## src/sv/cma_pkg.sv

```systemverilog
// types and constants of the centered moving average unit
// depends on: nothing
package cma_pkg;

   localparam int SAMPLE_BITS = 16;
   localparam int WSIZE_W     = 5;
   localparam int HALF_W      = WSIZE_W - 1;
   // a window never spans more than 31 samples, so reach and count fit here
   localparam int COUNT_W     = 5;
   localparam int SUM_W       = SAMPLE_BITS + COUNT_W;
   localparam int DEN_W       = COUNT_W + 1;
   localparam int JOBQ_DEPTH  = 4;
   localparam int RSPQ_DEPTH  = 4;

   typedef struct packed {
      logic signed [SAMPLE_BITS-1:0] sample;
      logic                          end_of_signal;
   } req_type;

   typedef struct packed {
      logic signed [SAMPLE_BITS-1:0] average;
      logic                          end_of_run;
   } rsp_type;

   // one averaging job: sum the newest reach+1 samples
   typedef struct packed {
      logic [COUNT_W-1:0] reach;
      logic               last;
   } job_type;

   typedef enum logic {
      F_IDLE,
      F_FLUSH
   } front_state_type;

   typedef enum logic [2:0] {
      B_IDLE,
      B_SUM,
      B_LAST,
      B_PREP,
      B_DIV,
      B_PUSH
   } back_state_type;

endpackage

```

## src/sv/cma_fifo.sv

```systemverilog
// small synchronous queue of packed words
// depends on: nothing
module cma_fifo #(
   parameter int WIDTH = 8,
   parameter int DEPTH = 4
) (
   input  logic             clock,
   input  logic             reset,
   input  logic             push,
   input  logic [WIDTH-1:0] wr_data,
   output logic             full,
   input  logic             pop,
   output logic [WIDTH-1:0] rd_data,
   output logic             empty
);

   localparam int PTR_W = (DEPTH > 1) ? $clog2(DEPTH) : 1;
   localparam int CNT_W = $clog2(DEPTH + 1);

   logic [WIDTH-1:0] slot_ff [DEPTH];
   logic [PTR_W-1:0] wr_ptr_ff, wr_ptr_in;
   logic [PTR_W-1:0] rd_ptr_ff, rd_ptr_in;
   logic [CNT_W-1:0] count_ff, count_in;
   logic             do_push, do_pop;

   // pointer and fill bookkeeping
   always_comb begin
      do_push   = push && !full;
      do_pop    = pop && !empty;
      wr_ptr_in = wr_ptr_ff;
      rd_ptr_in = rd_ptr_ff;
      count_in  = count_ff;
      if (do_push) begin
         wr_ptr_in = (wr_ptr_ff == PTR_W'(DEPTH - 1)) ? '0 : wr_ptr_ff + 1'b1;
      end
      if (do_pop) begin
         rd_ptr_in = (rd_ptr_ff == PTR_W'(DEPTH - 1)) ? '0 : rd_ptr_ff + 1'b1;
      end
      if (do_push && !do_pop) begin
         count_in = count_ff + 1'b1;
      end else if (do_pop && !do_push) begin
         count_in = count_ff - 1'b1;
      end
   end

   always_ff @(posedge clock) begin
      if (reset) begin
         wr_ptr_ff <= '0;
         rd_ptr_ff <= '0;
         count_ff  <= '0;
      end else begin
         wr_ptr_ff <= wr_ptr_in;
         rd_ptr_ff <= rd_ptr_in;
         count_ff  <= count_in;
      end
   end

   // storage
   always_ff @(posedge clock) begin
      if (do_push) begin
         slot_ff[wr_ptr_ff] <= wr_data;
      end
   end

   assign full    = (count_ff == CNT_W'(DEPTH));
   assign empty   = (count_ff == '0);
   assign rd_data = slot_ff[rd_ptr_ff];

endmodule

```

## src/sv/cma_front.sv

```systemverilog
// front end: window register, request intake, ring writes and job generation
// depends on: cma_pkg
module cma_front #(
   parameter int MAX_WINDOW = 31,
   parameter int IDX_W      = 5
) (
   input  logic                             clock,
   input  logic                             reset,
   input  logic                             csr_valid,
   input  logic [cma_pkg::WSIZE_W-1:0]      csr_data,
   input  logic                             req_push,
   input  cma_pkg::req_type                 req_data,
   output logic                             req_full,
   input  logic                             back_busy,
   output logic                             ring_wr_en,
   output logic [IDX_W-1:0]                 ring_wr_addr,
   output logic [cma_pkg::SAMPLE_BITS-1:0]  ring_wr_data,
   output logic [IDX_W-1:0]                 newest_pos,
   output logic                             job_push,
   output cma_pkg::job_type                 job_data,
   input  logic                             job_full
);

   localparam int AV_W  = $clog2(MAX_WINDOW + 1);
   localparam int CMP_W = (AV_W > cma_pkg::COUNT_W) ? AV_W : cma_pkg::COUNT_W;
   localparam int HMAX  = (MAX_WINDOW - 1) / 2;

   cma_pkg::front_state_type          state_ff, state_in;
   logic [cma_pkg::WSIZE_W-1:0]       window_ff, window_in;
   logic [IDX_W-1:0]                  wp_ff, wp_in;
   logic [IDX_W-1:0]                  newest_ff, newest_in;
   logic [AV_W-1:0]                   avail_ff, avail_in;
   logic [AV_W-1:0]                   fl_avail_ff, fl_avail_in;
   logic [cma_pkg::HALF_W-1:0]        d_ff, d_in;

   logic [cma_pkg::HALF_W-1:0]        half_raw, half;
   logic                              accept;
   logic [AV_W-1:0]                   avail_new;
   logic [CMP_W-1:0]                  avail_m1, fl_m1, two_h, d_plus_h, half_x;
   logic [CMP_W-1:0]                  run_reach, fl_reach, d_first;

   // half width, limited so the whole window fits the ring
   always_comb begin
      half_raw = window_ff[cma_pkg::WSIZE_W-1:1];
      half     = (int'(half_raw) > HMAX) ? cma_pkg::HALF_W'(HMAX) : half_raw;
   end

   // window arithmetic
   always_comb begin
      avail_new = (avail_ff < AV_W'(MAX_WINDOW)) ? avail_ff + 1'b1 : avail_ff;
      avail_m1  = CMP_W'(avail_new) - 1'b1;
      fl_m1     = CMP_W'(fl_avail_ff) - 1'b1;
      half_x    = CMP_W'(half);
      two_h     = CMP_W'({half, 1'b0});
      d_plus_h  = CMP_W'(d_ff) + half_x;
      run_reach = (two_h > avail_m1) ? avail_m1 : two_h;
      fl_reach  = (d_plus_h > fl_m1) ? fl_m1 : d_plus_h;
      d_first   = (half_x < avail_m1) ? half_x : avail_m1;
   end

   // intake and flush sequencer
   always_comb begin
      state_in     = state_ff;
      window_in    = window_ff;
      wp_in        = wp_ff;
      newest_in    = newest_ff;
      avail_in     = avail_ff;
      fl_avail_in  = fl_avail_ff;
      d_in         = d_ff;
      req_full     = 1'b1;
      accept       = 1'b0;
      ring_wr_en   = 1'b0;
      job_push     = 1'b0;
      job_data     = '{reach: '0, last: 1'b0};
      if (csr_valid) begin
         window_in = csr_data;
      end
      unique case (state_ff)
         cma_pkg::F_IDLE: begin
            req_full = back_busy;
            accept   = req_push && !back_busy;
            if (accept) begin
               ring_wr_en = 1'b1;
               newest_in  = wp_ff;
               wp_in      = (wp_ff == IDX_W'(MAX_WINDOW - 1)) ? '0 : wp_ff + 1'b1;
               avail_in   = avail_new;
               if (!req_data.end_of_signal) begin
                  if (CMP_W'(avail_new) > half_x) begin
                     job_push = 1'b1;
                     job_data = '{reach: cma_pkg::COUNT_W'(run_reach), last: 1'b0};
                  end
               end else begin
                  state_in    = cma_pkg::F_FLUSH;
                  d_in        = cma_pkg::HALF_W'(d_first);
                  fl_avail_in = avail_new;
                  wp_in       = '0;
                  avail_in    = '0;
               end
            end
         end
         cma_pkg::F_FLUSH: begin
            job_data = '{reach: cma_pkg::COUNT_W'(fl_reach), last: (d_ff == '0)};
            if (!job_full) begin
               job_push = 1'b1;
               if (d_ff == '0) begin
                  state_in = cma_pkg::F_IDLE;
               end else begin
                  d_in = d_ff - 1'b1;
               end
            end
         end
         default: begin
            state_in = cma_pkg::F_IDLE;
         end
      endcase
   end

   always_ff @(posedge clock) begin
      if (reset) begin
         state_ff  <= cma_pkg::F_IDLE;
         window_ff <= cma_pkg::WSIZE_W'(1);
         wp_ff     <= '0;
         avail_ff  <= '0;
      end else begin
         state_ff  <= state_in;
         window_ff <= window_in;
         wp_ff     <= wp_in;
         avail_ff  <= avail_in;
      end
   end

   // flush bookkeeping and newest ring slot
   always_ff @(posedge clock) begin
      newest_ff   <= newest_in;
      fl_avail_ff <= fl_avail_in;
      d_ff        <= d_in;
   end

   assign ring_wr_addr = wp_ff;
   assign ring_wr_data = req_data.sample;
   assign newest_pos   = newest_ff;

endmodule

```

## src/sv/cma_back.sv

```systemverilog
// back end: sample ring, window sum sequencer and rounding radix-2 divider
// depends on: cma_pkg
module cma_back #(
   parameter int MAX_WINDOW = 31,
   parameter int IDX_W      = 5
) (
   input  logic                             clock,
   input  logic                             reset,
   input  logic                             ring_wr_en,
   input  logic [IDX_W-1:0]                 ring_wr_addr,
   input  logic [cma_pkg::SAMPLE_BITS-1:0]  ring_wr_data,
   input  logic [IDX_W-1:0]                 newest_pos,
   input  logic                             job_empty,
   input  cma_pkg::job_type                 job_data,
   output logic                             job_pop,
   input  logic                             rsp_full,
   output logic                             rsp_push,
   output cma_pkg::rsp_type                 rsp_data,
   output logic                             busy
);

   localparam int SUM_W = cma_pkg::SUM_W;
   localparam int DEN_W = cma_pkg::DEN_W;
   localparam int IT_W  = $clog2(SUM_W);

   logic [cma_pkg::SAMPLE_BITS-1:0] ring_mem [MAX_WINDOW];
   logic [cma_pkg::SAMPLE_BITS-1:0] rd_data_ff;

   cma_pkg::back_state_type         state_ff, state_in;
   logic                            rd_vld_ff, rd_vld_in;
   logic [IDX_W-1:0]                addr_ff, addr_in;
   logic [cma_pkg::COUNT_W-1:0]     issued_ff, issued_in;
   logic [cma_pkg::COUNT_W-1:0]     reach_ff, reach_in;
   logic                            last_ff, last_in;
   logic signed [SUM_W-1:0]         sum_ff, sum_in;
   logic                            neg_ff, neg_in;
   logic [SUM_W-1:0]                nq_ff, nq_in;
   logic [DEN_W-1:0]                rem_ff, rem_in;
   logic [DEN_W-1:0]                den_ff, den_in;
   logic [IT_W-1:0]                 iter_ff, iter_in;

   logic signed [SUM_W-1:0]         rd_ext, sum_acc;
   logic [IDX_W-1:0]                addr_prev;
   logic [cma_pkg::COUNT_W-1:0]     count;
   logic [SUM_W-1:0]                mag, num;
   logic [DEN_W:0]                  rem_sh, diff;
   logic                            ge;
   logic [cma_pkg::SAMPLE_BITS-1:0] quot;

   // sample ring with registered read
   always_ff @(posedge clock) begin
      if (ring_wr_en) begin
         ring_mem[ring_wr_addr] <= ring_wr_data;
      end
      rd_data_ff <= ring_mem[addr_ff];
   end

   // datapath pieces
   always_comb begin
      rd_ext    = {{cma_pkg::COUNT_W{rd_data_ff[cma_pkg::SAMPLE_BITS-1]}}, rd_data_ff};
      sum_acc   = sum_ff + rd_ext;
      addr_prev = (addr_ff == '0) ? IDX_W'(MAX_WINDOW - 1) : addr_ff - 1'b1;
      count     = reach_ff + 1'b1;
      mag       = sum_ff[SUM_W-1] ? SUM_W'(-sum_ff) : SUM_W'(sum_ff);
      num       = {mag[SUM_W-2:0], 1'b0} + SUM_W'(count);
      rem_sh    = {rem_ff, nq_ff[SUM_W-1]};
      ge        = (rem_sh >= {1'b0, den_ff});
      diff      = rem_sh - {1'b0, den_ff};
      quot      = nq_ff[cma_pkg::SAMPLE_BITS-1:0];
   end

   // job sequencer
   always_comb begin
      state_in  = state_ff;
      rd_vld_in = (state_ff == cma_pkg::B_SUM);
      addr_in   = addr_ff;
      issued_in = issued_ff;
      reach_in  = reach_ff;
      last_in   = last_ff;
      sum_in    = sum_ff;
      neg_in    = neg_ff;
      nq_in     = nq_ff;
      rem_in    = rem_ff;
      den_in    = den_ff;
      iter_in   = iter_ff;
      job_pop   = 1'b0;
      rsp_push  = 1'b0;
      rsp_data  = '{average: neg_ff ? -quot : quot, end_of_run: last_ff};
      unique case (state_ff)
         cma_pkg::B_IDLE: begin
            if (!job_empty) begin
               job_pop   = 1'b1;
               reach_in  = job_data.reach;
               last_in   = job_data.last;
               addr_in   = newest_pos;
               issued_in = '0;
               sum_in    = '0;
               state_in  = cma_pkg::B_SUM;
            end
         end
         cma_pkg::B_SUM: begin
            if (rd_vld_ff) begin
               sum_in = sum_acc;
            end
            addr_in   = addr_prev;
            issued_in = issued_ff + 1'b1;
            if (issued_ff == reach_ff) begin
               state_in = cma_pkg::B_LAST;
            end
         end
         cma_pkg::B_LAST: begin
            sum_in   = sum_acc;
            state_in = cma_pkg::B_PREP;
         end
         cma_pkg::B_PREP: begin
            neg_in   = sum_ff[SUM_W-1];
            nq_in    = num;
            rem_in   = '0;
            den_in   = {count, 1'b0};
            iter_in  = '0;
            state_in = cma_pkg::B_DIV;
         end
         cma_pkg::B_DIV: begin
            rem_in  = ge ? diff[DEN_W-1:0] : rem_sh[DEN_W-1:0];
            nq_in   = {nq_ff[SUM_W-2:0], ge};
            iter_in = iter_ff + 1'b1;
            if (iter_ff == IT_W'(SUM_W - 1)) begin
               state_in = cma_pkg::B_PUSH;
            end
         end
         cma_pkg::B_PUSH: begin
            if (!rsp_full) begin
               rsp_push = 1'b1;
               state_in = cma_pkg::B_IDLE;
            end
         end
         default: begin
            state_in = cma_pkg::B_IDLE;
         end
      endcase
   end

   always_ff @(posedge clock) begin
      if (reset) begin
         state_ff  <= cma_pkg::B_IDLE;
         rd_vld_ff <= 1'b0;
      end else begin
         state_ff  <= state_in;
         rd_vld_ff <= rd_vld_in;
      end
   end

   // working registers
   always_ff @(posedge clock) begin
      addr_ff   <= addr_in;
      issued_ff <= issued_in;
      reach_ff  <= reach_in;
      last_ff   <= last_in;
      sum_ff    <= sum_in;
      neg_ff    <= neg_in;
      nq_ff     <= nq_in;
      rem_ff    <= rem_in;
      den_ff    <= den_in;
      iter_ff   <= iter_in;
   end

   assign busy = (state_ff != cma_pkg::B_IDLE);

endmodule

```

## src/sv/centered_moving_average_unit.sv

```systemverilog
// top level of the centered moving average unit
// depends on: cma_pkg, cma_fifo, cma_front, cma_back
//
//   channel   ports                         direction   moves
//   req       req_push req_full req_data    in          one sample request
//   rsp       rsp_pop rsp_empty rsp_data    out         one windowed mean
//   csr       csr_valid csr_ready csr_data  in          window_size write
//
// in the back end each result runs through these steps: the job is taken,
// reach + 1 ring reads are made (one ring port), the sum is finished and the
// divider set up, 21 steps of the radix-2 divider run, and the result is queued
// when the result queue has room. a request is taken only once the back end
// has drained, as results read the ring that requests write.
// reset is synchronous and clears all queues; csr writes are always taken.
module centered_moving_average_unit #(
   parameter int MAX_WINDOW = 31
) (
   input  logic                        clock,
   input  logic                        reset,
   input  logic                        req_push,
   input  cma_pkg::req_type            req_data,
   output logic                        req_full,
   input  logic                        rsp_pop,
   output cma_pkg::rsp_type            rsp_data,
   output logic                        rsp_empty,
   input  logic                        csr_valid,
   input  logic [cma_pkg::WSIZE_W-1:0] csr_data,
   output logic                        csr_ready
);

   localparam int IDX_W = (MAX_WINDOW > 1) ? $clog2(MAX_WINDOW) : 1;
   localparam int JOB_W = $bits(cma_pkg::job_type);
   localparam int RSP_W = $bits(cma_pkg::rsp_type);

   logic                            ring_wr_en;
   logic [IDX_W-1:0]                ring_wr_addr;
   logic [cma_pkg::SAMPLE_BITS-1:0] ring_wr_data;
   logic [IDX_W-1:0]                newest_pos;
   logic                            job_push, job_full, job_pop, job_empty;
   cma_pkg::job_type                job_wr, job_rd;
   logic                            rsp_push, rsp_full;
   cma_pkg::rsp_type                rsp_wr;
   logic                            back_busy, back_pending;

   // front end waits while any job is queued or running
   assign back_pending = back_busy || !job_empty;
   assign csr_ready    = 1'b1;

   cma_front #(
      .MAX_WINDOW (MAX_WINDOW),
      .IDX_W      (IDX_W)
   ) u_front (
      .clock        (clock),
      .reset        (reset),
      .csr_valid    (csr_valid),
      .csr_data     (csr_data),
      .req_push     (req_push),
      .req_data     (req_data),
      .req_full     (req_full),
      .back_busy    (back_pending),
      .ring_wr_en   (ring_wr_en),
      .ring_wr_addr (ring_wr_addr),
      .ring_wr_data (ring_wr_data),
      .newest_pos   (newest_pos),
      .job_push     (job_push),
      .job_data     (job_wr),
      .job_full     (job_full)
   );

   // jobs between front and back
   cma_fifo #(
      .WIDTH (JOB_W),
      .DEPTH (cma_pkg::JOBQ_DEPTH)
   ) u_jobq (
      .clock   (clock),
      .reset   (reset),
      .push    (job_push),
      .wr_data (job_wr),
      .full    (job_full),
      .pop     (job_pop),
      .rd_data (job_rd),
      .empty   (job_empty)
   );

   cma_back #(
      .MAX_WINDOW (MAX_WINDOW),
      .IDX_W      (IDX_W)
   ) u_back (
      .clock        (clock),
      .reset        (reset),
      .ring_wr_en   (ring_wr_en),
      .ring_wr_addr (ring_wr_addr),
      .ring_wr_data (ring_wr_data),
      .newest_pos   (newest_pos),
      .job_empty    (job_empty),
      .job_data     (job_rd),
      .job_pop      (job_pop),
      .rsp_full     (rsp_full),
      .rsp_push     (rsp_push),
      .rsp_data     (rsp_wr),
      .busy         (back_busy)
   );

   // results waiting for the consumer
   cma_fifo #(
      .WIDTH (RSP_W),
      .DEPTH (cma_pkg::RSPQ_DEPTH)
   ) u_rspq (
      .clock   (clock),
      .reset   (reset),
      .push    (rsp_push),
      .wr_data (rsp_wr),
      .full    (rsp_full),
      .pop     (rsp_pop),
      .rd_data (rsp_data),
      .empty   (rsp_empty)
   );

endmodule

```

## config.mk

```make
export PLATFORM = sky130hd
export DESIGN_NAME = centered_moving_average_unit
export DESIGN_NICKNAME = d
export VERILOG_FILES = /design/src/sv/cma_pkg.sv /design/src/sv/cma_fifo.sv /design/src/sv/cma_front.sv /design/src/sv/cma_back.sv /design/src/sv/centered_moving_average_unit.sv
export SDC_FILE = /design/constraint.sdc
export NUM_CORES = 1
export LEC_CHECK = 0
export ABC_AREA = 1
export BUFFER_PORTS_ARGS = -buffer_cell sky130_fd_sc_hd__buf_2
export CORE_UTILIZATION = 50
export DETAILED_ROUTE_END_ITERATION = 10
export GPL_TIMING_DRIVEN = 0
export PLACE_DENSITY = 0.63
export SYNTH_ARGS = -nofsm -noshare
export SYNTH_HDL_FRONTEND = slang
export SYNTH_HIERARCHICAL = 1
export SYNTH_SLANG_ARGS = --single-unit
```

## constraint.sdc

```tcl
create_clock -name clock -period 5.5 [get_ports clock]
set_input_delay 0.275 -clock clock [delete_from_list [all_inputs] [get_ports clock]]
set_output_delay 0.275 -clock clock [all_outputs]
set_load 0.01 [all_outputs]
```

Yosys cells after proc, flatten, opt, wreduce, memory -nomap -nowiden. Memories as Yosys holds them, arrays and structs flattened. A register that Yosys moved wholly into a read port is not among the register bits. Index checks and enable logic that the tools add are counted.

Register bits after elaboration: 117. RAM bits: 588. Word-level logic and storage cells: 185. Memories: 3.

Add/subtract/negate cells: 23. Order comparisons: 6. Equal/unequal tests: 23. Multiplexer cells: 68. Bitwise gates (word level): 2. Reductions and logical operators: 37.

Memory list: u_back.ring_mem (depth 31, width 16, rd ports 1, clocked after memory_dff 1, wr ports 1, RTL line cma_back.sv:26) `logic [cma_pkg::SAMPLE_BITS-1:0] ring_mem [MAX_WINDOW];`; u_rspq.slot_ff (depth 4, width 17, rd ports 1, clocked after memory_dff 1, wr ports 1, RTL line cma_fifo.sv:20) `logic [WIDTH-1:0] slot_ff [DEPTH];`; u_jobq.slot_ff (depth 4, width 6, rd ports 1, clocked after memory_dff 1, wr ports 1, RTL line cma_fifo.sv:20).

Operators with widths (count): one-hot mux 21 bit (3 select lines) (1); two-way mux 5 bit (9); two-way mux 21 bit (2); one-hot mux 21 bit (2 select lines) (1); one-hot mux 5 bit (2 select lines) (3); adder 5 x 1 -> 5 bit (second input constant) (5); two-way mux 3 bit (8); two-way mux 6 bit (4); one-hot mux 6 bit (2 select lines) (2); adder 21 x 16 -> 21 bit (1); adder 21 x 5 -> 21 bit (1); two-way mux 1 bit (21); two-way mux 20 bit (1); two-way mux 4 bit (5); negator 20 bit (1); one-hot mux 3 bit (6 select lines) (1); two-way mux 16 bit (1); negator 16 bit (1); subtractor 5 x 1 -> 5 bit (second input constant) (3); equality test 3 bit (second input constant) (4); two-way mux 2 bit (6); != test 2 bit (second input constant) (6); equality test 5 bit (second input constant) (2); > comparator 5 bit (2); 29 further kinds (68).

Longest topological paths before layout.
Depth after elaboration: 12. Depth in mapped cells: 24. Gate-level depth less buffers: 24.

Hierarchy. The synthesis kept the hierarchy.

By module, submodules not included: cma_back (times used 1, cells an instance 2184, area an instance 25588.3 um2, sequential area each 17546.8 um2); cma_fifo (u_rspq) (times used 1, cells an instance 235, area an instance 3090.5 um2, sequential area each 2222.1 um2); cma_front (times used 1, cells an instance 306, area an instance 2311.0 um2, sequential area each 720.7 um2); cma_fifo (u_jobq) (times used 1, cells an instance 129, area an instance 1411.4 um2, sequential area each 900.9 um2); centered_moving_average_unit (times used 1, cells an instance 4, area an instance 18.8 um2, sequential area each 0.0 um2).

Worst setup path after synthesis. No wires, ideal clock.

Kind: reg-to-reg. Start point: reg u_back.state_ff[1]. End point: reg u_back.iter_ff[0] (enable). Setup time: 0.468 ns. Arrival time: 2.796 ns. Path slack: 2.236 ns. Cell stages (with the launch flop): 3. Buffers on the path: 0. Path through: dfxtp_1 nand2_1 o21ai_0.

Word-level cells in the longest chain between the ends: 2.

RTL lines: start: declaration (RTL line cma_back.sv:29) `cma_pkg::back_state_type state_ff, state_in;`; start signal: assignment (RTL line cma_back.sv:145) `state_ff <= cma_pkg::B_IDLE;`; start signal: assignment (RTL line cma_back.sv:148) `state_ff <= state_in;`; equality test 3 x 2 -> 1 bit / equality test 3 bit (equally long branches) (RTL line cma_back.sv:89) `unique case (state_ff)`; nonzero test 2 bit (no source line) (*); end signal: assignment (RTL line cma_back.sv:164) `iter_ff <= iter_in;`; end: declaration (RTL line cma_back.sv:40) `logic [IT_W-1:0] iter_ff, iter_in;`.

Mark *: on every way between the ends. The rest lies on a longest branch, timed or not. A chain may end at the register's enable or synchronous reset.

Final worst setup path.
Start point: reg u_back.state_ff[0]. End point: mem u_back/ring_mem[1][8] in the netlist's numbering (enable).

Word-level cells in the longest chain between the ends: 8.

RTL lines: nonzero test 3 bit (RTL line cma_back.sv:167) `assign busy = (state_ff != cma_pkg::B_IDLE);`; via back_busy (RTL line centered_moving_average_unit.sv:43) `logic back_busy, back_pending;`; logical OR 1 bit (RTL line centered_moving_average_unit.sv:46) `assign back_pending = back_busy || !job_empty;`; via back_pending (RTL line centered_moving_average_unit.sv:43); zero test 1 bit (RTL line cma_front.sv:81) `accept = req_push && !back_busy;`; logical AND 1 bit (RTL line cma_front.sv:81); two-way mux 1 bit (RTL line cma_front.sv:82) `if (accept) begin`; two-way mux 1 bit (RTL line cma_front.sv:78) `unique case (state_ff)`; via ring_wr_en (RTL line centered_moving_average_unit.sv:35) `logic ring_wr_en;`; two-way mux 1 bit (RTL line cma_back.sv:52) `if (ring_wr_en) begin`; two-way mux 1 bit (implied by the code) (RTL line cma_back.sv:53) `ring_mem[ring_wr_addr] <= ring_wr_data;`; end: declaration (RTL line cma_back.sv:26).

The timed path passes the listed nets, and every way through them passes these cells.

==> flow_metrics.py <==
metrics = {
    "power": {
        "p_leak_nw": 13.22,
        "internal_power_mw": 12.38,
        "power_mw": 20.83,
        "powerDensity_nw_per_um2": 564.2,
        "pwr-share-comb_pct": 40.0,
        "p_seq_share_pct": 34.9,
        "peakVddDrop_uv": 455.4,
        "p_switching_mw": 8.454,
        "power.clock.fraction_pct": 25.2,
        "swShare_pct": 40.59,
    },
    "timing": {
        "skew_ns": 0.02767,
        "fin_ws_ns": 1.648,
        "fin_crit_sh_pct": 70.04,
        "setup-tns-final_ns": 0,
        "maxSlewViolCount": 0,
        "slew_headroom_pct": 28.53,
        "period_minus_slack_ns": 3.852,
        "fmax_mhz": 259.6,
        "setup_viol": 0,
        "finalHoldViolCount": 0,
        "tightest_slew_ns": 1.071,
        "rsz0062_at_grt": "no",
    },
    "clock_tree": {
        "cts.sink_count": 730,
        "cts_buffer_depth": 3,
        "worstSkewPairLatency_ns": 0.63,
        "cts_setup_buffers": 0,
        "cts_tree": "yes",
        "cts_root_buf": "clkbuf_16",
        "path_clk_slew_ns": 0.06,
        "numCtsBuffers": 78,
        "htreeDepth": 3,
    },
    "placed_design": {
        "placed_area_um2": 34220,
        "dp_slack_ns": 1.654,
        "gp_congestion": 0.9238,
        "hpwl_um": 60240,
        "port_buffers": 28,
    },
    "finish": {
        "final_common_cell": "edfxtp_1",
        "final-seq-area_um2": 21390,
        "design_area_um2": 36920,
        "multiInputGateArea_um2": 9687,
        "nFillCells": 5249,
        "syn_to_final_growth_pct": 13.87,
        "final_cell_mix": "677 x edfxtp_1, 393 x nor2_1, 326 x o21ai_0",
        "final_layout_size_suffix_gt1_share_pct": 12.07,
        "nets": 3115,
    },
    "drt": {
        "drc_errors": 0,
        "dr.pass1.iters": 6,
        "wirelength_um": 87550,
        "viasPerCell": 5.831,
        "wl_per_cell_um": 22.32,
        "drt_iter0_markers": 2367,
        "vias": 22870,
        "ant_nets": 0,
    },
    "yosys": {
        "synth_xor_area_share_pct": 1.405,
        "syn-num-nets": 2964,
        "synthCells": 2858,
        "yosys.area_share.simple_pct": 13.01,
        "syn_area_um2": 32420,
        "synth_area_per_cell_um2": 11.34,
        "synth_top_family_by_area": "simple AND/OR/NAND/NOR gates",
        "ys_warn_count": 6,
        "synth_seq_area_share_pct": 65.98,
        "synth_edf_count": 677,
        "synth-seq-cells": 730,
        "synth_compound_area_share_pct": 11.95,
        "synthAdderAreaFrac_pct": 3.188,
        "synthMuxAreaShare_pct": 0,
        "synth_flop_cell": "edfxtp_1",
        "synthArstFlopShare_pct": 0,
        "synth.distinct_cells": 53,
    },
    "worst_hold_path": {
        "hp-class": "input port to flop",
    },
    "global_route": {
        "grt_pass1_vias": 22240,
        "grt_overflow": 0,
        "grt.total_usage_pct": 26.72,
        "grt_pass1_wl_um": 133100,
        "grt_max_degree": 32,
        "antenna_found_initial": 2,
    },
    "die": {
        "pin_count": 47,
        "die_width_um": 256.6,
        "die_area_um2": 65860,
        "core_area_um2": 63540,
        "die-height_um": 256.6,
        "rows": 92,
        "start_util_pct": 51.02,
    },
    "worst_setup_path": {
        "cp-start-kind": "flop",
        "arrival_ns": 4.10,
        "required_ns": 5.75,
        "worstSetupEndpointType": "flop",
        "crit_type": "flop to flop",
        "crit_fanout": 16,
    },
    "flow_run": {
        "maxCapViolCount": 0,
    },
    "outcome": {
        "outcome": "finished, final reports clean",
    },
}
[Yosys cell counts, types with 6 or more instances]
cell type	n	share of area, %
a21oi_1	96	1.5
a221oi_1	6	0.16
a31oi_1	16	0.31
buf_2	37	0.57
buf_4	25	0.58
buf_6	7	0.24
clkbuf_1	70	0.81
dfxtp_1	53	3.3
edfxtp_1	677	63
fa_1	6	0.37
ha_1	73	2.8
inv_1	181	2.1
inv_2	7	0.081
nand2_1	324	3.8
nand2_2	34	0.66
nand2_4	9	0.31
nand3_1	126	1.9
nand3b_1	7	0.16
nand4_1	13	0.25
nor2_1	428	5.0
nor2_2	10	0.19
nor2_4	7	0.24
nor3_1	18	0.28
o211ai_1	22	0.51
o21a_1	28	0.65
o21ai_0	328	5.1
o21ai_1	20	0.31
o21ai_2	11	0.30
o221ai_1	19	0.51
o22ai_1	105	2.0
xnor2_1	19	0.51
xor2_1	33	0.89
[what timing repair did]
action	in CTS	in global routing
hold buffers	10	0
endpoints found under the hold margin	10	0
gates resized for setup	0	0
[through the flow]
| stage | hold slack [ns] | instances | util, % |
|---|---|---|---|
| 2_1_floorplan | 0.3474 | 2858 | - |
| 3_3_place_gp | 0.4782 | 3732 | 52.91 |
| 3_5_place_dp | 0.4839 | 3765 | 53.86 |
| 4_1_cts | 0.02946 | 3919 | 58.09 |
| 5_1_grt | 0.04876 | 3919 | 58.09 |
| 6_report | 0.06631 | 3922 | 58.10 |
[critical path, stage by stage (launching register included)]
cell,delay [ns]
dfxtp_1,0.33
nor2_1,0.11
inv_1,0.07
nor2_1,0.28
inv_1,0.14
inv_1,0.07
nand2_1,0.08
inv_1,0.09
nand3_1,0.16
clkbuf_1,0.28
inv_1,0.37
nand3_1,0.51
nor2_2,0.96
[area by class of cell]
| class | count | share of cell area, % |
|---|---|---|
| antenna | 3 | 0.02034 |
| tap | 846 | 2.867 |
| clock inverter | 44 | 1.237 |
| buffer | 143 | 1.976 |
| multi-input combinational | 1795 | 26.24 |
| clock buffer | 100 | 5.765 |
| inverter | 190 | 1.939 |
| sequential | 730 | 57.94 |
| timing repair buffer | 71 | 2.010 |
[routing by layer]
metal | up-vias | track usage, % | wire [µm]
met1 | 11140 | 37.94 | 36720
met2 | 1066 | 40.98 | 39310
li1 | 10500 | - | -
met3 | 166 | 5.506 | 8683
met4 | 0 | 9.044 | 2829
met5 | - | 0 | 0
[state kept, by name, indices dropped and copies added, names as in the netlist, 5 cells and up, named ones only]
signal,flops
u_front/avail_ff,5
u_front/newest_pos,5
u_back/sum_ff,21
u_back/reach_ff,5
u_front/fl_avail_ff,5
u_back/den_ff,5
u_back/iter_ff,5
u_jobq/slot_ff,24
u_back/nq_ff,21
u_back/rd_data_ff,16
u_back/addr_ff,5
u_front/ring_wr_addr,5
u_rspq/slot_ff,68
u_back/ring_mem,496
u_back/rem_ff,6
u_back/issued_ff,5
[cell families (layout without fill, tap and decap cells)]
group | Yosys count | after routing
buffers and inverters | 333 | 548
XOR/XNOR | 52 | 52
flip-flops | 730 | 730
adder cells (fa/ha/maj) | 79 | 79
AND/OR/NAND/NOR | 987 | 987
other | 1 | 4
AO/OA/AOI/OAI | 676 | 676
[power by group through the flow]
stage	Combinational (mW)	Sequential, mW	Clock (mW)
3_3_place_gp	7.86	7.38	0
3_5_place_dp	8.09	7.37	0
6_report	8.33	7.26	5.24
4_1_cts	8.15	7.26	5.32
2_1_floorplan	5.33	7.22	0
5_1_grt	9.12	7.32	5.53
[path summary, 6_finish.rpt]
path                                                  startpoint                          endpoint  slack [ns]  cells past startpoint
worst min-delay path                                 req_data[1]  u_back/ring_mem[19][0]$_DFFE_PP_        0.07                      1
worst max register to register   u_back/state_ff[0]$_SDFFE_PP0P_   u_back/ring_mem[1][8]$_DFFE_PP_        1.65                     12
worst min register to register  u_front/avail_ff[3]$_SDFFE_PP0P_  u_front/avail_ff[3]$_SDFFE_PP0P_        0.49                      2
worst max-delay path             u_back/state_ff[0]$_SDFFE_PP0P_   u_back/ring_mem[1][8]$_DFFE_PP_        1.65                     12
(Power assumes the default switching activity.)
